===== src/sv/seek_index_cue_lookup_unit_macros.svh =====
// assertion macros for the seek index cue lookup unit
`ifndef SEEK_INDEX_CUE_LOOKUP_UNIT_MACROS_SVH
`define SEEK_INDEX_CUE_LOOKUP_UNIT_MACROS_SVH

// consequent must hold in the same cycle as the antecedent
`define SICL_ASSERT_NOW(name, clk, rst, ante, cons, msg) \
   name: assert property (@(posedge clk) disable iff (rst) (ante) |-> (cons)) \
      else $error(msg);

// consequent must hold in the cycle after the antecedent
`define SICL_ASSERT_NEXT(name, clk, rst, ante, cons, msg) \
   name: assert property (@(posedge clk) disable iff (rst) (ante) |=> (cons)) \
      else $error(msg);

`endif


===== src/sv/sicl_pkg.sv =====
// shared types and constants of the seek index cue lookup unit
package sicl_pkg;

   localparam int unsigned DATA_W      = 64;
   localparam int unsigned STATUS_W    = 2;
   localparam int unsigned REQ_TDATA_W = 200;
   localparam int unsigned RSP_FIELD_W = 1 + 2 * DATA_W;
   localparam int unsigned RSP_TDATA_W = 136;
   localparam int unsigned RSP_PAD_W   = RSP_TDATA_W - RSP_FIELD_W;

   localparam logic MODE_INSERT = 1'b0;
   localparam logic MODE_QUERY  = 1'b1;

   localparam logic [STATUS_W-1:0] STATUS_INSERTED = 2'd0;
   localparam logic [STATUS_W-1:0] STATUS_REPLACED = 2'd1;
   localparam logic [STATUS_W-1:0] STATUS_FULL     = 2'd2;
   localparam logic [STATUS_W-1:0] STATUS_ANSWERED = 2'd3;

   typedef enum logic [1:0] {
      ST_IDLE,
      ST_SCAN,
      ST_SHIFT,
      ST_FINISH
   } state_type;

   typedef struct packed {
      logic load_item;
      logic scan_step;
      logic commit;
      logic shift_step;
      logic place;
      logic load_out;
   } cmd_type;

   typedef struct packed {
      logic decided;
      logic need_shift;
      logic shift_done;
      logic out_free;
   } dp_status_type;

endpackage


===== src/sv/sicl_ctrl.sv =====
// controller state machine: sequences scan, shift and result hand-off
module sicl_ctrl (
   input  logic                    clock,
   input  logic                    reset,
   input  logic                    req_tvalid,
   output logic                    req_tready,
   input  sicl_pkg::dp_status_type dp_status,
   output sicl_pkg::cmd_type       cmd
);

   sicl_pkg::state_type state_ff;
   sicl_pkg::state_type state_in;

   always_ff @(posedge clock) begin
      if (reset) begin
         state_ff <= sicl_pkg::ST_IDLE;
      end else begin
         state_ff <= state_in;
      end
   end

   always_comb begin
      state_in   = state_ff;
      cmd        = '0;
      req_tready = 1'b0;
      unique case (state_ff)
         sicl_pkg::ST_IDLE: begin
            req_tready = 1'b1;
            if (req_tvalid) begin
               cmd.load_item = 1'b1;
               state_in      = sicl_pkg::ST_SCAN;
            end
         end
         sicl_pkg::ST_SCAN: begin
            if (dp_status.decided) begin
               cmd.commit = 1'b1;
               state_in   = dp_status.need_shift ? sicl_pkg::ST_SHIFT : sicl_pkg::ST_FINISH;
            end else begin
               cmd.scan_step = 1'b1;
            end
         end
         sicl_pkg::ST_SHIFT: begin
            cmd.shift_step = 1'b1;
            if (dp_status.shift_done) begin
               cmd.place = 1'b1;
               state_in  = sicl_pkg::ST_FINISH;
            end
         end
         sicl_pkg::ST_FINISH: begin
            if (dp_status.out_free) begin
               cmd.load_out = 1'b1;
               state_in     = sicl_pkg::ST_IDLE;
            end
         end
         default: begin
            state_in = sicl_pkg::ST_IDLE;
         end
      endcase
   end

endmodule


===== config.mk =====
export PLATFORM = sky130hd
export DESIGN_NAME = sicl_ctrl
export DESIGN_NICKNAME = d
export VERILOG_FILES = /design/src/sv/seek_index_cue_lookup_unit_macros.svh /design/src/sv/sicl_pkg.sv /design/src/sv/sicl_ctrl.sv
export SDC_FILE = /design/constraint.sdc
export NUM_CORES = 1
export LEC_CHECK = 0
export BUFFER_PORTS_ARGS = -buffer_cell sky130_fd_sc_hd__buf_4
export CAP_MARGIN = 20
export CORE_AREA = 2 2 39 41
export DETAILED_ROUTE_END_ITERATION = 7
export DIE_AREA = 0 0 41 43
export GPL_TIMING_DRIVEN = 0
export PLACE_DENSITY = 0.42
export RECOVER_POWER = 50
export SLEW_MARGIN = 20
export SYNTH_ARGS = -nofsm -noshare
export SYNTH_HDL_FRONTEND = slang
export SYNTH_SLANG_ARGS = --single-unit

===== constraint.sdc =====
create_clock -name clock -period 3.5 [get_ports clock]
set_input_delay 0.525 -clock clock [delete_from_list [all_inputs] [get_ports clock]]
set_output_delay 0.525 -clock clock [all_outputs]
set_load 0.01 [all_outputs]

==> metrics.log, run 1 <==
INFO  metric io_pins = 14
INFO  metric cts-resized-gates = 0
INFO  metric placed_cell_area = 328 um^2
INFO  metric post_cts.repair.setup_buffers = 0
INFO  metric hold_class = primary input to flop
INFO  metric max_slew.worst_pin.slew = 175 ps
INFO  metric avgRoutedWirePerCell = between 8 and 9 um
INFO  metric globalRouteMet1Util = just under 9%
INFO  metric r2r_setup_slack = between 1500 and 2000 ps
INFO  metric timing.hold.worst_path_depth = 2
INFO  metric cts_bufs_inserted = 3
INFO  metric initial_utilization = around 15%
INFO  metric irDropWorstVdd = 0.000335 V
INFO  metric syn2layout_area_growth = 61.3%
INFO  metric die_height = 43 um
INFO  metric gr_ovfl_total = 0
INFO  metric detailed_router_s_first_iteration_violation_count = 0
INFO  metric largest_regs = state_ff x2
INFO  metric slew-limit-headroom = between 80% and 90%
INFO  metric tritoncts_clock_tree = built
INFO  metric portBuffers = 13
INFO  metric synth.net_count = 35
INFO  metric cp_max_fo = 4
INFO  metric postSynthCellCount = 24
INFO  metric status = complete, no violations
INFO  metric crit_path_start = state_ff[0]$_SDFFE_PP0P_
INFO  metric grt_start_max_net_pins = 6
INFO  metric fin_tns_setup = 0 ps
INFO  metric largest-register = state_ff
INFO  metric hold_viol = 0
INFO  metric period_needed = 1850 ps
INFO  metric clk_root_buffer_cell = sky130_fd_sc_hd__clkbuf_4
INFO  metric rsz0062_at_grt = false
INFO  metric cp_cell_sequence = inv_1, ha_1, and2b_1, or4_4, or2_0, a21oi_1
INFO  metric post-route-util = between 20 and 25%
INFO  metric global_route_wire_length_before_repair = 731 um
INFO  metric post_route_cells_drive_above_1_share = 40.0%
INFO  metric max_slew_violation_total_from_the_final_report = 0
INFO  metric critical_path.endpoint_type = flop
INFO  metric setup_viol = 0
INFO  metric worst-setup-path-type = flop to flop
INFO  metric grtUsageTotal = 6.61%
INFO  metric global_route.peak_usage_layer = met1
INFO  metric via_count = 205
INFO  metric cts_max_path_buffers = 2
INFO  metric worstHoldStart = reset
INFO  metric sequential_cell_area_fraction_in_the_yosys_report = 19.0%
INFO  metric global_route.usage.met3 = about 4.7%
INFO  metric site_row_count = 14
INFO  metric clock-skew-final = roughly 3.5 ps
INFO  metric leakagePower = between 0.15 and 0.2 nW
INFO  metric dieArea = 0.00176 mm^2
INFO  metric htree_num_levels = 1
INFO  metric reg2reg_depth = 6
INFO  metric detail_route.drc_violations = 0
INFO  metric biggest_cell_delay_along_the_critical_path = around 530 ps
INFO  metric worst_setup_path_start_kind = flop
INFO  metric period_share = 52.8%
INFO  metric initial_antenna_violation_count = 0
INFO  metric postCtsHoldBufs = 0
INFO  metric synth_seq_cells = 2
INFO  metric hold-path-endpoint = state_ff[0]$_SDFFE_PP0P_
INFO  metric globalRouteMet2Util = 7.19%
INFO  metric fmaxAchievable = 541 MHz
INFO  metric syn_area_per_cell = around 8.8 um^2
INFO  metric worstReg2RegStart = state_ff[0]$_SDFFE_PP0P_
INFO  metric fin_nets = 53
INFO  metric timing.max_cap.violations = 0
INFO  metric detail-route-antenna-nets = 0
INFO  metric finalWirelength = 473 um
INFO  metric finalWeightedCongestion = 0.692
INFO  metric place_ws = 1640 ps
INFO  metric insertedDiodeCount = 0
INFO  metric worst_ep_required_time = 3650 ps
INFO  metric postLayoutSetupSlackWorst = 1650 ps
INFO  metric netlist-cell-type-count = 14
INFO  metric cp_arrival = 2000 ps
INFO  metric worst_skew_pair.late_latency = 220 ps
INFO  metric largest_register_ff_count = 2
INFO  metric r2r-end = state_ff[0]$_SDFFE_PP0P_
INFO  metric final_area = 339 um^2
INFO  metric yosys_warnings = 0
INFO  metric floorplan.die.width = 41 um
INFO  metric pwr_density_cell = 800 mW/mm^2
INFO  metric clk_pin_slew = 30 ps
INFO  metric cpMaxStageDelayCell = sky130_fd_sc_hd__or4_4
INFO  metric syn_area = 210 um^2
INFO  metric firstDrtPassIters = 1
INFO  metric fp.coreArea = 0.00138 mm^2
INFO  metric detail_route.vias_per_cell = roughly 3.7
INFO  metric finalPower = ~0.27 mW
INFO  metric clkSinkCount = 2
INFO  metric first_global_vias = 202
INFO  metric dp_hpwl = between 300 and 400 um
-- through the flow --
step / hold slack (ps) / instances
global placement: 517 / 53
global route: 455 / 56
floorplan: 478 / 24
detailed placement: 521 / 53
CTS: 462 / 56
finish: 466 / 56
-- cell families after synthesis --
kind of cell | after synthesis | share of synthesized area (%)
and+or+nand+nor | 12 | 41.7
muxes | 1 | 4.76
buffers and inverters | 2 | 3.57
DFF | 2 | 19.0
adders and majority gates | 4 | 23.8
AOI/OAI and AO/OA | 3 | 7.14
-- placed cells by master (no fill, tap or decap), drive strengths merged, types with 2 or more instances in the layout --
| master | instances |
|---|---|
| a21oi | 2 |
| ha | 4 |
| nor2b | 4 |
| buf | 10 |
| dfxtp | 2 |
| clkbuf | 6 |
| inv | 2 |
| and2 | 4 |
-- critical path, delay by kind of cell, from the launching register on --
kind	cells	cell delay (ps)
AOI/OAI and AO/OA	1	140
buffers and inverters	1	100
DFF	1	370
and+or+nand+nor	3	930
adders and majority gates	1	250
-- report_power, final --
| group | switching, mW | internal, mW | total (mW) |
|---|---|---|---|
| clock network | 0.0118 | 0.0377 | 0.0495 |
| logic | 0.0806 | 0.0924 | 0.173 |
| registers | 0.0139 | 0.0350 | 0.0489 |
| total | 0.106 | 0.165 | 0.271 |
-- how the worst max path moves through the flow --
stage / to / slack, ps / cells after the start
6_report: state_ff[0]$_SDFFE_PP0P_ / 1650 / 6
5_1_grt: state_ff[0]$_SDFFE_PP0P_ / 1550 / 6
4_1_cts: state_ff[0]$_SDFFE_PP0P_ / 1630 / 6
2_1_floorplan: state_ff[0]$_SDFFE_PP0P_ / 1740 / 6
3_3_place_gp: state_ff[0]$_SDFFE_PP0P_ / 1650 / 6
3_5_place_dp: state_ff[0]$_SDFFE_PP0P_ / 1640 / 6
-- cells in the mapped netlist --
cell	count	share of area [%]
sky130_fd_sc_hd__a21oi_1	2	4.8
sky130_fd_sc_hd__and2_1	3	8.9
sky130_fd_sc_hd__and2_2	1	3.6
sky130_fd_sc_hd__and2b_1	1	3.6
sky130_fd_sc_hd__dfxtp_1	2	19
sky130_fd_sc_hd__ha_1	4	24
sky130_fd_sc_hd__inv_1	2	3.6
sky130_fd_sc_hd__mux2i_1	1	4.8
sky130_fd_sc_hd__nor2_1	1	1.8
sky130_fd_sc_hd__nor2b_1	3	8.9
sky130_fd_sc_hd__nor2b_4	1	6.5
sky130_fd_sc_hd__o21ai_0	1	2.4
sky130_fd_sc_hd__or2_0	1	3.0
sky130_fd_sc_hd__or4_4	1	5.4
-- cell type report --
class,count,area [um^2]
tap,16,20.0
fill,148,1040
inverter,2,7.51
timing repair buffer,13,86.3
clock buffer,3,22.5
multi-input combinational,20,163
sequential,2,40.0
-- layer usage --
metal | part of all wire [%] | vias up
li1 | - | 111
met1 | 51 | 78
met2 | 31 | 16
met3 | 18 | 0
met4 | 0 | 0
met5 | 0 | -
Note: power is estimated with default switching activity, not from simulation.
==> inputs of run 2 (changes only) <==
==> constraint.sdc (replaced) <==
create_clock -name clock -period 1.93 [get_ports clock]
set_input_delay 0.2895 -clock clock [delete_from_list [all_inputs] [get_ports clock]]
set_output_delay 0.2895 -clock clock [all_outputs]
set_load 0.01 [all_outputs]
==> metrics.log, run 2 (synthesis results as in run 1) <==
INFO  metric status = complete, no violations
INFO  metric cpMaxStageDelayCell = sky130_fd_sc_hd__or4_4
INFO  metric detail_route.drc_violations = 0 (unchanged)
INFO  metric finalWirelength = 472 um (-0.21%)
INFO  metric clkSinkCount = 2 (unchanged)
INFO  metric syn2layout_area_growth = 61.9%
INFO  metric timing.max_cap.violations = 0 (unchanged)
INFO  metric cts_bufs_inserted = 3 (unchanged)
INFO  metric largest-register = state_ff
INFO  metric grtUsageTotal = 6.61% (unchanged)
INFO  metric io_pins = 14 (unchanged)
INFO  metric place_ws = 73.4 ps (-1570 ps)
INFO  metric timing.hold.worst_path_depth = 2 (unchanged)
INFO  metric crit_family = simple AND/OR/NAND/NOR gates
INFO  metric grt_start_max_net_pins = 6 (unchanged)
INFO  metric worst_skew_pair.late_latency = 220 ps (about the same)
INFO  metric final_area = 340 um^2 (+0.37%)
INFO  metric firstDrtPassIters = 1 (unchanged)
INFO  metric finalWeightedCongestion = 0.692 (unchanged)
INFO  metric site_row_count = 14 (unchanged)
INFO  metric dieArea = 0.00176 mm^2 (unchanged)
INFO  metric worst_ep_required_time = 2080 ps (-1570 ps)
INFO  metric cts_max_path_buffers = 2 (unchanged)
INFO  metric hold_class = primary input to flop
INFO  metric clock-skew-final = 3.47 ps (unchanged)
INFO  metric max_slew_violation_total_from_the_final_report = 0 (unchanged)
INFO  metric htree_num_levels = 1 (unchanged)
INFO  metric cp_cell_sequence = inv_1, ha_1, and2b_1, or4_4, or2_0, a21oi_1
INFO  metric postLayoutSetupSlackWorst = 80.4 ps (-1570 ps)
INFO  metric portBuffers = 13 (unchanged)
INFO  metric global_route_wire_length_before_repair = 731 um (unchanged)
INFO  metric largest_regs = state_ff x2
INFO  metric period_needed = 1850 ps (-0.00680 ps)
INFO  metric leakagePower = 0.164 nW (+0.86%)
INFO  metric floorplan.die.width = 41 um (unchanged)
INFO  metric insertedDiodeCount = 0 (unchanged)
INFO  metric worstReg2RegStart = state_ff[0]$_SDFFE_PP0P_
INFO  metric placed_cell_area = 328 um^2 (unchanged)
INFO  metric mostFrequentLayoutCell = sky130_fd_sc_hd__buf_4
INFO  metric first_global_vias = 202 (unchanged)
INFO  metric period_share = 95.8% (+43 points)
INFO  metric postCtsHoldBufs = 0 (unchanged)
INFO  metric final-instance-count-excl-fill = 56 (unchanged)
INFO  metric clk_pin_slew = 30 ps (about the same)
INFO  metric cp_max_fo = 4 (unchanged)
INFO  metric detailed_router_s_first_iteration_violation_count = 0 (unchanged)
INFO  metric layout_common_cells = 10 x sky130_fd_sc_hd__buf_4, 4 x sky130_fd_sc_hd__ha_1
INFO  metric reg2reg_depth = 6 (unchanged)
INFO  metric worst-setup-path-type = flop to flop
INFO  metric critical_path.endpoint_type = flop
INFO  metric tritoncts_clock_tree = built
INFO  metric detail_route.vias_per_cell = 3.66 (unchanged)
INFO  metric avgRoutedWirePerCell = 8.43 um (-0.21%)
INFO  metric post_route_cells_drive_above_1_share = 42.5% (+2.5 points)
INFO  metric slew-limit-headroom = 92.1% (+3.8 points)
INFO  metric fp.coreArea = 0.00138 mm^2 (unchanged)
INFO  metric hold-path-endpoint = state_ff[1]$_SDFFE_PP0P_
INFO  metric die_height = 43 um (unchanged)
INFO  metric largest_register_ff_count = 2 (unchanged)
INFO  metric irDropWorstVdd = 0.000618 V (+84%)
INFO  metric crit_path_start = state_ff[0]$_SDFFE_PP0P_
INFO  metric worst_setup_path_start_kind = flop
INFO  metric worstHoldStart = reset
INFO  metric cp_arrival = 2000 ps (about the same)
INFO  metric cts-resized-gates = 0 (unchanged)
INFO  metric gr_ovfl_total = 0 (unchanged)
INFO  metric r2r_setup_slack = 80 ps (-1570 ps)
INFO  metric post_cts.repair.setup_buffers = 0 (unchanged)
INFO  metric setup_viol = 0 (unchanged)
INFO  metric clk_root_buffer_cell = sky130_fd_sc_hd__clkbuf_4
INFO  metric biggest_cell_delay_along_the_critical_path = 530 ps (about the same)
INFO  metric fin_tns_setup = 0 ps (unchanged)
INFO  metric fin_nets = 53 (unchanged)
INFO  metric max_slew.worst_pin.slew = 115 ps (-59.8 ps)
INFO  metric initial_utilization = 15.2% (unchanged)
INFO  metric via_count = 205 (unchanged)
INFO  metric post-place-cells = 53 (unchanged)
INFO  metric detail-route-antenna-nets = 0 (unchanged)
INFO  metric initial_antenna_violation_count = 0 (unchanged)
INFO  metric r2r-end = state_ff[0]$_SDFFE_PP0P_
INFO  metric pwr_density_cell = 1460 mW/mm^2 (+82%)
INFO  metric critical_path.n_buffers_inverters = 1 (unchanged)
INFO  metric fmaxAchievable = 541 MHz (about the same)
INFO  metric rsz0062_at_grt = false
INFO  metric dp_hpwl = 393 um (unchanged)
INFO  metric hold_viol = 0 (unchanged)
run 2: cell counts in the layout (fill, tap and decap cells not counted):
No cell type changed its count.
run 2: area by class of cell:
class                   instances  area, um^2
fillers                       149        1040
multi-input cells              20         163
repair buffers                 13        86.3
flip-flops and latches          2        41.3
clock buffers                   3        22.5
well taps                      16        20.0
inverters                       2        7.51
run 2: worst register-to-register path: stages, from the launching register on:
cell	delay [ps]
sky130_fd_sc_hd__dfxtp_1	370
sky130_fd_sc_hd__inv_1	100
sky130_fd_sc_hd__ha_1	250
sky130_fd_sc_hd__and2b_1	170
sky130_fd_sc_hd__or4_4	530
sky130_fd_sc_hd__or2_0	230
sky130_fd_sc_hd__a21oi_1	140
run 2: power by group:
group	internal (mW)	leakage, nW	switching, mW	total [mW]
Sequential	0.0658	0.0169	0.0252	0.0911
Clock	0.0684	0.0138	0.0213	0.0897
Combinational	0.168	0.134	0.146	0.314
run 2: per-layer routing:
metal	track usage [%]	vias to the layer above	share of wire [%]	routed length, um
met4	4.00	0	0	0
met2	7.19	16	31	145
li1	-	111	-	-
met1	8.92	78	51	242
met3	4.71	0	18	84
met5	0	-	0	0
run 2: per-stage QoR:
stage	hold WS [ps]	power [mW]	utilization (%)
3_3_place_gp	459	0.431	23.7
6_report	227	0.495	24.6
3_5_place_dp	461	0.429	23.7
5_1_grt	220	0.553	24.6
2_1_floorplan	359	0.302	-
4_1_cts	226	0.524	25.3
run 2: how the worst max path moves through the flow:
stage,slack (ps),depth (start not counted),end
after detailed placement,70,6,state_ff[0]$_SDFFE_PP0P_
after global placement,80,6,state_ff[0]$_SDFFE_PP0P_
after global routing,4,6,state_ff[0]$_SDFFE_PP0P_
after CTS,60,6,state_ff[0]$_SDFFE_PP0P_
final,80,6,state_ff[0]$_SDFFE_PP0P_
after floorplan,170,6,state_ff[0]$_SDFFE_PP0P_
